### config.mk
export PLATFORM = sky130hd
export DESIGN_NAME = dual_axis_pi_duty_controller_unit
export DESIGN_NICKNAME = d
export VERILOG_FILES = /design/src/sv/dapdc_pkg.sv /design/src/sv/dapdc_sdiv.sv /design/src/sv/dapdc_axis.sv /design/src/sv/dual_axis_pi_duty_controller_unit.sv
export SDC_FILE = /design/constraint.sdc
export NUM_CORES = 2
export LEC_CHECK = 0
export BUFFER_PORTS_ARGS = -buffer_cell sky130_fd_sc_hd__buf_4
export CAP_MARGIN = 20
export CORE_MARGIN = 2
export CORE_UTILIZATION = 60
export CTS_CLUSTER_DIAMETER = 80
export DETAILED_ROUTE_END_ITERATION = 10
export PLACE_DENSITY = 0.86
export REMOVE_ABC_BUFFERS = 1
export SYNTH_ARGS = -nofsm -noshare
export SYNTH_HDL_FRONTEND = slang
export SYNTH_SLANG_ARGS = --single-unit
### constraint.sdc
create_clock -name clk -period 24.4 [get_ports clk]
set_input_delay 2.44 -clock clk [delete_from_list [all_inputs] [get_ports clk]]
set_output_delay 2.44 -clock clk [all_outputs]
set_load 0.01 [all_outputs]
### src/sv/dapdc_pkg.sv
// Shared types and constants for the dual-axis PI duty controller.
// Used by the axis datapath, the top level and the testbench.
`timescale 1ns / 1ps

package dapdc_pkg;

  localparam int WORD_W    = 32;
  localparam int FIELD_W   = 16;
  localparam int GAIN_W    = 16;
  localparam int DUTY_W    = 7;
  localparam int ALT_ERR_W = 34;
  localparam int REG_IDX_W = 3;
  localparam int CMD_W     = 2;

  // Request opcodes.
  localparam logic [CMD_W-1:0] CMD_CTRL     = 2'd0;
  localparam logic [CMD_W-1:0] CMD_YAW_STEP = 2'd1;
  localparam logic [CMD_W-1:0] CMD_ALT_STEP = 2'd2;

  // Configuration register indexes.
  localparam logic [REG_IDX_W-1:0] REG_ALT_KP      = 3'd0;
  localparam logic [REG_IDX_W-1:0] REG_ALT_KI      = 3'd1;
  localparam logic [REG_IDX_W-1:0] REG_YAW_KP      = 3'd2;
  localparam logic [REG_IDX_W-1:0] REG_YAW_KI      = 3'd3;
  localparam logic [REG_IDX_W-1:0] REG_CTRL_RATE   = 3'd4;
  localparam logic [REG_IDX_W-1:0] REG_MAIN_HOVER  = 3'd5;
  localparam logic [REG_IDX_W-1:0] REG_TAIL_HOVER  = 3'd6;
  localparam logic [REG_IDX_W-1:0] REG_DUTY_CEIL   = 3'd7;

  // Register reset values.
  localparam logic [GAIN_W-1:0] RST_ALT_KP     = 16'd32768;
  localparam logic [GAIN_W-1:0] RST_ALT_KI     = 16'd13107;
  localparam logic [GAIN_W-1:0] RST_YAW_KP     = 16'd32768;
  localparam logic [GAIN_W-1:0] RST_YAW_KI     = 16'd19661;
  localparam logic [GAIN_W-1:0] RST_CTRL_RATE  = 16'd100;
  localparam logic [DUTY_W-1:0] RST_MAIN_HOVER = 7'd50;
  localparam logic [DUTY_W-1:0] RST_TAIL_HOVER = 7'd35;
  localparam logic [DUTY_W-1:0] RST_DUTY_CEIL  = 7'd95;

  // Target stepping limits.
  localparam int                       DEG_PER_TURN = 360;
  localparam logic signed [WORD_W-1:0] DEG_TURN_S   = 32'sd360;
  localparam logic signed [WORD_W-1:0] YAW_WRAP_HI  = 32'sd181;
  localparam logic signed [WORD_W-1:0] YAW_WRAP_LO  = -32'sd179;
  localparam logic signed [WORD_W-1:0] ALT_STEP_TOP = 32'sd90;

  localparam logic signed [WORD_W-1:0] WORD_MAX = 32'sh7fff_ffff;
  localparam logic signed [WORD_W-1:0] WORD_MIN = 32'sh8000_0000;

  // Per-axis settings handed to one PI datapath.
  typedef struct packed {
    logic [GAIN_W-1:0] p_gain;
    logic [GAIN_W-1:0] i_gain;
    logic [GAIN_W-1:0] rate;
    logic [DUTY_W-1:0] hover;
    logic [DUTY_W-1:0] ceiling;
  } axis_cfg_t;

endpackage

### src/sv/dapdc_sdiv.sv
// Unsigned restoring divider, one quotient bit per cycle.
// Standalone; used by the axis datapath and the yaw target scaler.
`timescale 1ns / 1ps

module dapdc_sdiv #(
  parameter int NW = 34,
  parameter int DW = 16
) (
  input  logic          clk,
  input  logic          rst,
  input  logic          start,
  input  logic [NW-1:0] dividend,
  input  logic [DW-1:0] divisor,
  output logic          busy,
  output logic [NW-1:0] quot,
  output logic          rem_nz
);

  localparam int CW = $clog2(NW + 1);

  logic [NW-1:0] quo;
  logic [DW-1:0] rem;
  logic [DW-1:0] dvs;
  logic [CW-1:0] cnt;
  logic [DW:0]   trial;
  logic [DW:0]   diff;
  logic          ge;

  assign trial  = {rem, quo[NW-1]};
  assign ge     = trial >= {1'b0, dvs};
  assign diff   = trial - {1'b0, dvs};
  assign quot   = quo;
  assign rem_nz = rem != '0;

  always_ff @(posedge clk) begin
    if (rst) begin
      busy <= 1'b0;
    end else if (start) begin
      busy <= 1'b1;
    end else if (busy && cnt == CW'(1)) begin
      busy <= 1'b0;
    end
  end

  always_ff @(posedge clk) begin
    if (start) begin
      quo <= dividend;
      rem <= '0;
      dvs <= divisor;
      cnt <= CW'(NW);
    end else if (busy) begin
      // The remainder stays below the divisor, so the difference fits DW bits.
      quo <= {quo[NW-2:0], ge};
      rem <= ge ? diff[DW-1:0] : trial[DW-1:0];
      cnt <= cnt - CW'(1);
    end
  end

endmodule

### src/sv/dapdc_axis.sv
// One PI axis: serial gain multiplies, serial integral divide, clamp.
// Depends on dapdc_pkg and dapdc_sdiv. Holds the axis integral and duty.
`timescale 1ns / 1ps

module dapdc_axis
  import dapdc_pkg::*;
#(
  parameter int ERR_W = 34
) (
  input  logic                     clk,
  input  logic                     rst,
  input  logic                     start,
  input  logic signed [ERR_W-1:0]  err,
  input  axis_cfg_t                cfg,
  output logic                     busy,
  output logic signed [WORD_W-1:0] duty
);

  localparam int PW  = ERR_W + GAIN_W;
  localparam int PRW = ERR_W + 2;
  localparam int SW  = ERR_W + 2;
  localparam int TW  = PRW + 1;
  localparam int MCW = $clog2(GAIN_W);

  localparam logic signed [SW-1:0] S_ONE = SW'(1);
  localparam logic signed [SW-1:0] S_MAX = {{(SW-31){1'b0}}, {31{1'b1}}};
  localparam logic signed [SW-1:0] S_MIN = {{(SW-31){1'b1}}, {31{1'b0}}};
  localparam logic signed [TW-1:0] T_MIN = {{(TW-31){1'b1}}, {31{1'b0}}};

  typedef enum logic [3:0] {
    AX_IDLE = 4'b0001,
    AX_MUL  = 4'b0010,
    AX_DIV  = 4'b0100,
    AX_FIN  = 4'b1000
  } ax_phase_t;

  ax_phase_t               phase;
  logic [ERR_W-1:0]        mag;
  logic [ERR_W-1:0]        mag_in;
  logic                    neg;
  logic [GAIN_W-1:0]       pg_sr;
  logic [GAIN_W-1:0]       ig_sr;
  logic [PW-1:0]           prod_p;
  logic [PW-1:0]           prod_i;
  logic [PW-1:0]           prod_p_next;
  logic [PW-1:0]           prod_i_next;
  logic [MCW-1:0]          mcnt;
  logic signed [PRW-1:0]   prop;
  logic signed [PRW-1:0]   prop_c;
  logic signed [PW:0]      sp;
  logic signed [PW+1:0]    vsum;
  logic signed [WORD_W-1:0] integral;
  logic signed [WORD_W-1:0] integral_next;
  logic                    div_start;
  logic                    div_busy;
  logic [ERR_W-1:0]        quot;
  logic                    rem_nz;
  logic                    inexact;
  logic signed [SW-1:0]    q_ext;
  logic signed [SW-1:0]    q_s;
  logic signed [SW-1:0]    acc_sum;
  logic signed [SW-1:0]    acc_adj;
  logic signed [TW-1:0]    total;
  logic signed [TW-1:0]    ceil_t;
  logic signed [WORD_W-1:0] duty_c;

  assign busy   = phase != AX_IDLE;
  assign mag_in = err[ERR_W-1] ? $unsigned(-err) : $unsigned(err);

  // MSB-first shift-add: one gain bit per cycle for both products.
  assign prod_p_next = {prod_p[PW-2:0], 1'b0} + (pg_sr[GAIN_W-1] ? PW'(mag) : PW'(0));
  assign prod_i_next = {prod_i[PW-2:0], 1'b0} + (ig_sr[GAIN_W-1] ? PW'(mag) : PW'(0));
  assign div_start   = (phase == AX_MUL) && (mcnt == '0);

  // The low 16 product bits are the Q0.16 scale; the divider works on the rest.
  dapdc_sdiv #(
    .NW (ERR_W),
    .DW (GAIN_W)
  ) u_div (
    .clk      (clk),
    .rst      (rst),
    .start    (div_start),
    .dividend (prod_i_next[PW-1:GAIN_W]),
    .divisor  (cfg.rate),
    .busy     (div_busy),
    .quot     (quot),
    .rem_nz   (rem_nz)
  );

  // Proportional term: hover plus signed product, truncated toward zero.
  always_comb begin
    sp     = neg ? -$signed({1'b0, prod_p}) : $signed({1'b0, prod_p});
    vsum   = (PW+2)'(sp) + (PW+2)'($signed({1'b0, cfg.hover, 16'h0}));
    prop_c = $signed(vsum[PW+1:GAIN_W])
           + PRW'((vsum[PW+1] && vsum[GAIN_W-1:0] != '0) ? 1 : 0);
  end

  // Integral: the whole sum is truncated toward zero, then saturated.
  always_comb begin
    inexact = (prod_i[GAIN_W-1:0] != '0) || rem_nz;
    q_ext   = $signed({2'b00, quot});
    q_s     = neg ? -q_ext : q_ext;
    acc_sum = SW'(integral) + q_s;
    acc_adj = acc_sum;
    if (inexact && neg && acc_sum > 0) begin
      acc_adj = acc_sum - S_ONE;
    end else if (inexact && !neg && acc_sum < 0) begin
      acc_adj = acc_sum + S_ONE;
    end
    if (acc_adj > S_MAX) begin
      integral_next = WORD_MAX;
    end else if (acc_adj < S_MIN) begin
      integral_next = WORD_MIN;
    end else begin
      integral_next = WORD_W'(acc_adj);
    end
  end

  // Duty is clamped above at the ceiling and saturated below.
  always_comb begin
    total  = TW'(prop) + TW'(integral);
    ceil_t = $signed({{(TW-DUTY_W){1'b0}}, cfg.ceiling});
    if (total > ceil_t) begin
      duty_c = WORD_W'(ceil_t);
    end else if (total < T_MIN) begin
      duty_c = WORD_MIN;
    end else begin
      duty_c = WORD_W'(total);
    end
  end

  always_ff @(posedge clk) begin
    if (rst) begin
      phase    <= AX_IDLE;
      integral <= '0;
      duty     <= '0;
    end else begin
      unique case (phase)
        AX_IDLE: begin
          if (start) begin
            phase <= AX_MUL;
          end
        end
        AX_MUL: begin
          if (mcnt == '0) begin
            phase <= AX_DIV;
          end
        end
        AX_DIV: begin
          if (!div_busy) begin
            if (cfg.rate != '0) begin
              integral <= integral_next;
            end
            phase <= AX_FIN;
          end
        end
        AX_FIN: begin
          duty  <= duty_c;
          phase <= AX_IDLE;
        end
      endcase
    end
  end

  always_ff @(posedge clk) begin
    if (phase == AX_IDLE && start) begin
      mag    <= mag_in;
      neg    <= err[ERR_W-1];
      pg_sr  <= cfg.p_gain;
      ig_sr  <= cfg.i_gain;
      prod_p <= '0;
      prod_i <= '0;
      mcnt   <= MCW'(GAIN_W - 1);
    end else if (phase == AX_MUL) begin
      prod_p <= prod_p_next;
      prod_i <= prod_i_next;
      pg_sr  <= {pg_sr[GAIN_W-2:0], 1'b0};
      ig_sr  <= {ig_sr[GAIN_W-2:0], 1'b0};
      mcnt   <= mcnt - MCW'(1);
    end
    if (phase == AX_DIV) begin
      prop <= prop_c;
    end
  end

endmodule

### src/sv/dual_axis_pi_duty_controller_unit.sv
// Dual-axis PI duty controller. One request in flight; each result is held in
// an output register, and the next request is taken while it waits.
// Control step: serial gain multiplies, then the bit-serial integral divide, on
// both axes at once. Yaw step: the target is scaled to encoder edges by a serial
// multiply and divide. Altitude step and unused opcode go straight to the result.
// Synchronous reset covers state, targets, integrals and settings, not output data.
`timescale 1ns / 1ps

module dual_axis_pi_duty_controller_unit
  import dapdc_pkg::*;
#(
  parameter int EDGES_PER_TURN = 448
) (
  input  logic                     clk,
  input  logic                     rst,
  input  logic                     item_valid,
  output logic                     item_stall,
  input  logic [CMD_W-1:0]         cmd,
  input  logic signed [FIELD_W-1:0] altitude_pct,
  input  logic signed [FIELD_W-1:0] yaw_count,
  input  logic signed [FIELD_W-1:0] target_step,
  output logic                     result_valid,
  input  logic                     result_stall,
  output logic signed [WORD_W-1:0] main_duty,
  output logic signed [WORD_W-1:0] tail_duty,
  output logic signed [WORD_W-1:0] yaw_goal,
  output logic signed [WORD_W-1:0] altitude_goal,
  input  logic                     cfg_we,
  input  logic [REG_IDX_W-1:0]     cfg_index,
  input  logic [GAIN_W-1:0]        cfg_data
);

  localparam int EW  = $clog2(EDGES_PER_TURN + 1);
  localparam int SCW = $clog2(EW + 1);
  localparam int SPW = WORD_W + EW;
  localparam int YSW = SPW + 1;
  localparam int YEW = YSW + 1;
  localparam int DVW = $clog2(DEG_PER_TURN + 1);

  typedef enum logic [5:0] {
    S_IDLE       = 6'b000001,
    S_SCALE_LOAD = 6'b000010,
    S_SCALE_MUL  = 6'b000100,
    S_SCALE_DIV  = 6'b001000,
    S_CTRL       = 6'b010000,
    S_HOLD       = 6'b100000
  } state_t;

  state_t state;

  logic [GAIN_W-1:0] alt_kp, alt_ki, yaw_kp, yaw_ki, control_rate;
  logic [DUTY_W-1:0] main_hover_duty, tail_hover_duty, duty_ceiling;

  logic signed [WORD_W-1:0]    alt_target;
  logic signed [WORD_W-1:0]    yaw_target;
  logic signed [YSW-1:0]       yaw_scaled;
  logic                        item_accept;
  logic                        ctrl_start;
  logic                        result_load;
  logic signed [ALT_ERR_W-1:0] alt_err;
  logic signed [YEW-1:0]       yaw_err;
  logic signed [WORD_W:0]      alt_sum;
  logic signed [WORD_W-1:0]    alt_sat;
  logic                        alt_ok;
  logic signed [WORD_W-1:0]    yaw_sum;
  logic signed [WORD_W-1:0]    yaw_wrap;
  logic [WORD_W-1:0]           smag;
  logic                        sneg;
  logic [EW-1:0]               esr;
  logic [SPW-1:0]              sprod;
  logic [SPW-1:0]              sprod_next;
  logic [SCW-1:0]              scnt;
  logic                        sdiv_start;
  logic                        sdiv_busy;
  logic [SPW-1:0]              squot;
  logic                        srem_nz;
  logic signed [YSW-1:0]       yq;
  axis_cfg_t                   alt_cfg;
  axis_cfg_t                   yaw_cfg;
  logic                        alt_busy;
  logic                        yaw_busy;
  logic signed [WORD_W-1:0]    alt_duty;
  logic signed [WORD_W-1:0]    yaw_duty;

  assign item_stall  = state != S_IDLE;
  assign item_accept = item_valid && (state == S_IDLE);
  assign ctrl_start  = item_accept && (cmd == CMD_CTRL);
  assign result_load = (state == S_HOLD) && (!result_valid || !result_stall);

  // Configuration registers.
  always_ff @(posedge clk) begin
    if (rst) begin
      alt_kp          <= RST_ALT_KP;
      alt_ki          <= RST_ALT_KI;
      yaw_kp          <= RST_YAW_KP;
      yaw_ki          <= RST_YAW_KI;
      control_rate    <= RST_CTRL_RATE;
      main_hover_duty <= RST_MAIN_HOVER;
      tail_hover_duty <= RST_TAIL_HOVER;
      duty_ceiling    <= RST_DUTY_CEIL;
    end else if (cfg_we) begin
      unique case (cfg_index)
        REG_ALT_KP:     alt_kp          <= cfg_data;
        REG_ALT_KI:     alt_ki          <= cfg_data;
        REG_YAW_KP:     yaw_kp          <= cfg_data;
        REG_YAW_KI:     yaw_ki          <= cfg_data;
        REG_CTRL_RATE:  control_rate    <= cfg_data;
        REG_MAIN_HOVER: main_hover_duty <= cfg_data[DUTY_W-1:0];
        REG_TAIL_HOVER: tail_hover_duty <= cfg_data[DUTY_W-1:0];
        REG_DUTY_CEIL:  duty_ceiling    <= cfg_data[DUTY_W-1:0];
      endcase
    end
  end

  assign alt_cfg = '{p_gain: alt_kp, i_gain: alt_ki, rate: control_rate,
                     hover: main_hover_duty, ceiling: duty_ceiling};
  assign yaw_cfg = '{p_gain: yaw_kp, i_gain: yaw_ki, rate: control_rate,
                     hover: tail_hover_duty, ceiling: duty_ceiling};

  assign alt_err = ALT_ERR_W'(alt_target) - ALT_ERR_W'(altitude_pct);
  assign yaw_err = YEW'(yaw_scaled) - YEW'(yaw_count);

  // Altitude step: applied only when moving down from above zero or up from
  // at most the top limit.
  always_comb begin
    alt_ok  = (alt_target > 0 && target_step < 0)
           || (alt_target <= ALT_STEP_TOP && target_step > 0);
    alt_sum = (WORD_W+1)'(alt_target) + (WORD_W+1)'(target_step);
    if (alt_sum[WORD_W] != alt_sum[WORD_W-1]) begin
      alt_sat = alt_sum[WORD_W] ? WORD_MIN : WORD_MAX;
    end else begin
      alt_sat = alt_sum[WORD_W-1:0];
    end
  end

  // Yaw step wraps once by one turn when the sum is above 180 or at or below -179.
  always_comb begin
    yaw_sum = yaw_target + WORD_W'(target_step);
    if (yaw_sum >= YAW_WRAP_HI) begin
      yaw_wrap = yaw_sum - DEG_TURN_S;
    end else if (yaw_sum <= YAW_WRAP_LO) begin
      yaw_wrap = yaw_sum + DEG_TURN_S;
    end else begin
      yaw_wrap = yaw_sum;
    end
  end

  // The yaw target in encoder edges is kept alongside the target in degrees.
  assign sprod_next = {sprod[SPW-2:0], 1'b0} + (esr[EW-1] ? SPW'(smag) : SPW'(0));
  assign sdiv_start = (state == S_SCALE_MUL) && (scnt == '0);
  assign yq         = $signed({1'b0, squot});

  dapdc_sdiv #(
    .NW (SPW),
    .DW (DVW)
  ) u_scale_div (
    .clk      (clk),
    .rst      (rst),
    .start    (sdiv_start),
    .dividend (sprod_next),
    .divisor  (DVW'(DEG_PER_TURN)),
    .busy     (sdiv_busy),
    .quot     (squot),
    .rem_nz   (srem_nz)
  );

  dapdc_axis #(
    .ERR_W (ALT_ERR_W)
  ) u_alt (
    .clk   (clk),
    .rst   (rst),
    .start (ctrl_start),
    .err   (alt_err),
    .cfg   (alt_cfg),
    .busy  (alt_busy),
    .duty  (alt_duty)
  );

  dapdc_axis #(
    .ERR_W (YEW)
  ) u_yaw (
    .clk   (clk),
    .rst   (rst),
    .start (ctrl_start),
    .err   (yaw_err),
    .cfg   (yaw_cfg),
    .busy  (yaw_busy),
    .duty  (yaw_duty)
  );

  always_ff @(posedge clk) begin
    if (rst) begin
      state      <= S_IDLE;
      alt_target <= '0;
      yaw_target <= '0;
      yaw_scaled <= '0;
    end else begin
      unique case (state)
        S_IDLE: begin
          if (item_accept) begin
            unique case (cmd)
              CMD_CTRL: state <= S_CTRL;
              CMD_YAW_STEP: begin
                yaw_target <= yaw_wrap;
                state      <= S_SCALE_LOAD;
              end
              CMD_ALT_STEP: begin
                if (alt_ok) begin
                  alt_target <= alt_sat;
                end
                state <= S_HOLD;
              end
              default: state <= S_HOLD;
            endcase
          end
        end
        S_SCALE_LOAD: state <= S_SCALE_MUL;
        S_SCALE_MUL: begin
          if (scnt == '0) begin
            state <= S_SCALE_DIV;
          end
        end
        S_SCALE_DIV: begin
          if (!sdiv_busy) begin
            yaw_scaled <= sneg ? -yq : yq;
            state      <= S_HOLD;
          end
        end
        S_CTRL: begin
          if (!alt_busy && !yaw_busy) begin
            state <= S_HOLD;
          end
        end
        S_HOLD: begin
          if (result_load) begin
            state <= S_IDLE;
          end
        end
      endcase
    end
  end

  // Serial multiply of the target magnitude by the edge count per turn.
  always_ff @(posedge clk) begin
    if (state == S_SCALE_LOAD) begin
      smag  <= yaw_target[WORD_W-1] ? $unsigned(-yaw_target) : $unsigned(yaw_target);
      sneg  <= yaw_target[WORD_W-1];
      esr   <= EW'(EDGES_PER_TURN);
      sprod <= '0;
      scnt  <= SCW'(EW - 1);
    end else if (state == S_SCALE_MUL) begin
      sprod <= sprod_next;
      esr   <= esr << 1;
      scnt  <= scnt - SCW'(1);
    end
  end

  always_ff @(posedge clk) begin
    if (rst) begin
      result_valid <= 1'b0;
    end else if (result_load) begin
      result_valid <= 1'b1;
    end else if (!result_stall) begin
      result_valid <= 1'b0;
    end
  end

  always_ff @(posedge clk) begin
    if (result_load) begin
      main_duty     <= alt_duty;
      tail_duty     <= yaw_duty;
      yaw_goal      <= yaw_target;
      altitude_goal <= alt_target;
    end
  end

endmodule

==> out/metrics.csv <==
metric;value;unit
insertion_delay;0.81;ns
drtIter0Drc;8065;
cts_root_buf;clkbuf_16;
path_delay_family;simple AND/OR/NAND/NOR gates;
ys.flop_type;dfxtp_1;
critPathArrivalTime;9.68;ns
fp.dieH;385.1;microns
drive_gt1_share;7.490;%
path_clk_slew;0.06;ns
totalWireLength;250.9;mm
synth_edf_count;535;
rr_worst_depth;21;
end_kind;register;
drv_cap;0;
cts_tree;done;
cp.depth;21;
worst_path_largest_cell_delay;0.78;ns
yosysSeqAreaShare;34.12;%
synthDistinctLibCells;123;
worstSetupStartpointType;register;
timing.final.crit_share;37.11;%
area_growth;9.272;%
hold_buffers;0;
cts_buffers;137;
rr_startpoint;u_yaw.u_div.quot[2]$_DFFE_PP_;
drcViolationCount;0;
syn_inst;10360;
grt_pass1_wl;397.0;mm
ant_nets;0;
dp_slack;15.49;ns
place_congestion;0.9850;
worst-slew-pin-transition;1.186;ns
syn_area;87160;sq um
yosys_warnings;0;
grt-ovfl-total;0;
avgSynthCellArea;8.416;sq um
first_pass_iters;8;
setup-violations-final;0;
min_path_cells;0;
place_hpwl;187.5;mm
status;complete, no violations;
worst-r2r-setup-slack;15.35;ns
rows;139;
finalHoldViolations;0;
worstSetupPathType;reg2reg;
drt-vias-per-instance;6.435;
io_buffers;203;
yosysTopAreaCell;edfxtp_1;
critPathRequiredTime;25.02;ns
whs_endpoint;tail_duty[5]$_DFFE_PP_;
rsz0062_at_grt;false;
fin_util;66.22;%
yosys-top-cells-area;edfxtp_1 (18%), dfxtp_1 (16%), ha_1 (8.2%);
timing.rr.end;u_yaw.integral[30]$_SDFFE_PP0P_;
dieArea;148300;sq um
cts_setup_buffers;0;
htree_levels;4;
ir_drop;0.00006396;V
num-nets-final;11010;
drv_slew;0;
slew_headroom;20.52;%
fmax;110.5;MHz
layout_common_cells;nand2_1 (1289), nor2_1 (735), o21ai_0 (696);
start_util;60.60;%
setup_ws;15.35;ns
clock-sinks;1218;
holdWs;0.4025;ns
min_path_type;reg2reg;
nFillCells;11290;
grt_usage;32.86;%
cp_cell_sequence;nor4_1 -> nand3b_1 -> or4_1 -> or4_1 -> o41ai_1 -> xnor2_1 -> ha_1 -> nand4_1 -> or3_1 -> a211oi_1 -> nor3_1 -> xnor2_1 -> nor4_1 -> nand4_1 -> nand4b_2 -> o21ai_0 -> a22oi_1 -> xnor2_1 -> nor4_1 -> a21oi_4 -> o32ai_1;
fin_skew;0.04435;ns
critical_path.max_fanout;31;
cts_resized;0;
post_dp_cell_area;90070;sq um
leakage;37.95;nW
final_common_cell;nand2_1;
wire_per_inst;20.27;microns
antenna_found_initial;14;
cts.path.max_buffers;3;
ys_ff_latch;1218;
cp_slowest_cell;a21oi_4;
finalSetupTns;0;ns
vias;79670;
pin_count;204;
first_global_vias;75200;
critPathBufInv;0;
die_x;385.1;microns
finalInstanceArea;95240;sq um
grt_max_degree;121;
ys_async_sr_fraction;0;%
hold_start;u_yaw.duty[5]$_SDFFE_PP0P_;
core;143800;sq um
powerDensity;70.76;nW/um^2
min_period;9.054;ns
synth_top_area_share;18.43;%
-- worst max-delay path by stage --
stage	startpoint	endpoint	slack (ns)
floorplan	result_stall	altitude_goal[0]$_DFFE_PP_	15.10
global placement	u_yaw.u_div.quot[4]$_DFFE_PP_	u_yaw.integral[30]$_SDFFE_PP0P_	15.46
detailed placement	u_yaw.u_div.quot[2]$_DFFE_PP_	u_yaw.integral[30]$_SDFFE_PP0P_	15.49
CTS	u_yaw.u_div.quot[2]$_DFFE_PP_	u_yaw.integral[30]$_SDFFE_PP0P_	15.42
global route	u_yaw.u_div.quot[8]$_DFFE_PP_	u_yaw.integral[30]$_SDFFE_PP0P_	14.76
finish	u_yaw.u_div.quot[2]$_DFFE_PP_	u_yaw.integral[30]$_SDFFE_PP0P_	15.35
-- synth_stat cells, types with 101 or more instances --
cell      instances
nor3_1          244
xor2_1          362
nor4_1          119
and2_1          243
nor2_1          740
or3_1           149
nand3_1         426
xnor2_1         592
and3_1          101
o21ai_0         696
o211ai_1        112
edfxtp_1        535
inv_1           385
nand2_1        1291
a21oi_1         625
dfxtp_1         683
a21o_1          180
ha_1            571
a211oi_1        148
nand2b_1        112
clkbuf_1        388
-- where the power goes --
group / switching (mW) / leakage (nW) / internal, mW
Combinational: 1.14 / 25.1 / 0.761
Clock: 0.929 / 2.40 / 1.26
Sequential: 0.277 / 10.5 / 2.37
-- per-layer routing --
metal | GRT usage (%) | routed length, microns | vias up
met3 | 5.058 | 20550 | 610
met4 | 13.12 | 9663 | 4
li1 | - | - | 37800
met1 | 43.57 | 105600 | 37810
met5 | 0 | 27 | -
met2 | 53.68 | 115100 | 3438
-- area by class of cell --
cell class / instances / area, sq um / share of cell area, %
tap: 1903 / 2381 / 2.500
clock buffer: 184 / 3951 / 4.149
timing repair buffer: 295 / 2341 / 2.458
sequential: 1218 / 29740 / 31.22
multi-input combinational: 8312 / 54390 / 57.11
antenna: 10 / 25.02 / 0.02627
clock inverter: 70 / 958.4 / 1.006
inverter: 388 / 1456 / 1.529
-- metrics by stage --
stage / power [mW] / std cells
2_1_floorplan: 3.989 / 9918
3_3_place_gp: 4.408 / 12100
3_5_place_dp: 4.511 / 12100
4_1_cts: 6.707 / 12360
5_1_grt: 7.060 / 12380
6_report: 6.739 / 12380
-- registers in the layout (all words and copies together) (netlist names), 34 cells and up --
signal	cells
yaw_scaled	42
u_yaw.u_div.quot	43
u_scale_div.quot	41
u_yaw.prod_i	58
u_yaw.prod_p	59
u_yaw.prop	45
u_alt.mag	34
u_alt.prop	36
u_alt.prod_p	50
u_alt.u_div.quot	34
sprod	40
u_alt.prod_i	49
u_yaw.mag	43
-- logic make-up (layout without fill, tap and decap cells) --
kind of cell               Yosys count  after routing  synth area share, %
DFF                               1218           1218                34.12
other                                1             11             0.004302
muxes                               77             77               0.8943
and+or+nand+nor                   3948           3948                22.29
buffers and inverters              827            937                3.679
adders and majority gates          588            588                8.587
AOI/OAI and AO/OA                 2740           2740                20.76
xor gates and xnor gates           958            958                9.661
Power figures use the tool's default switching activity.
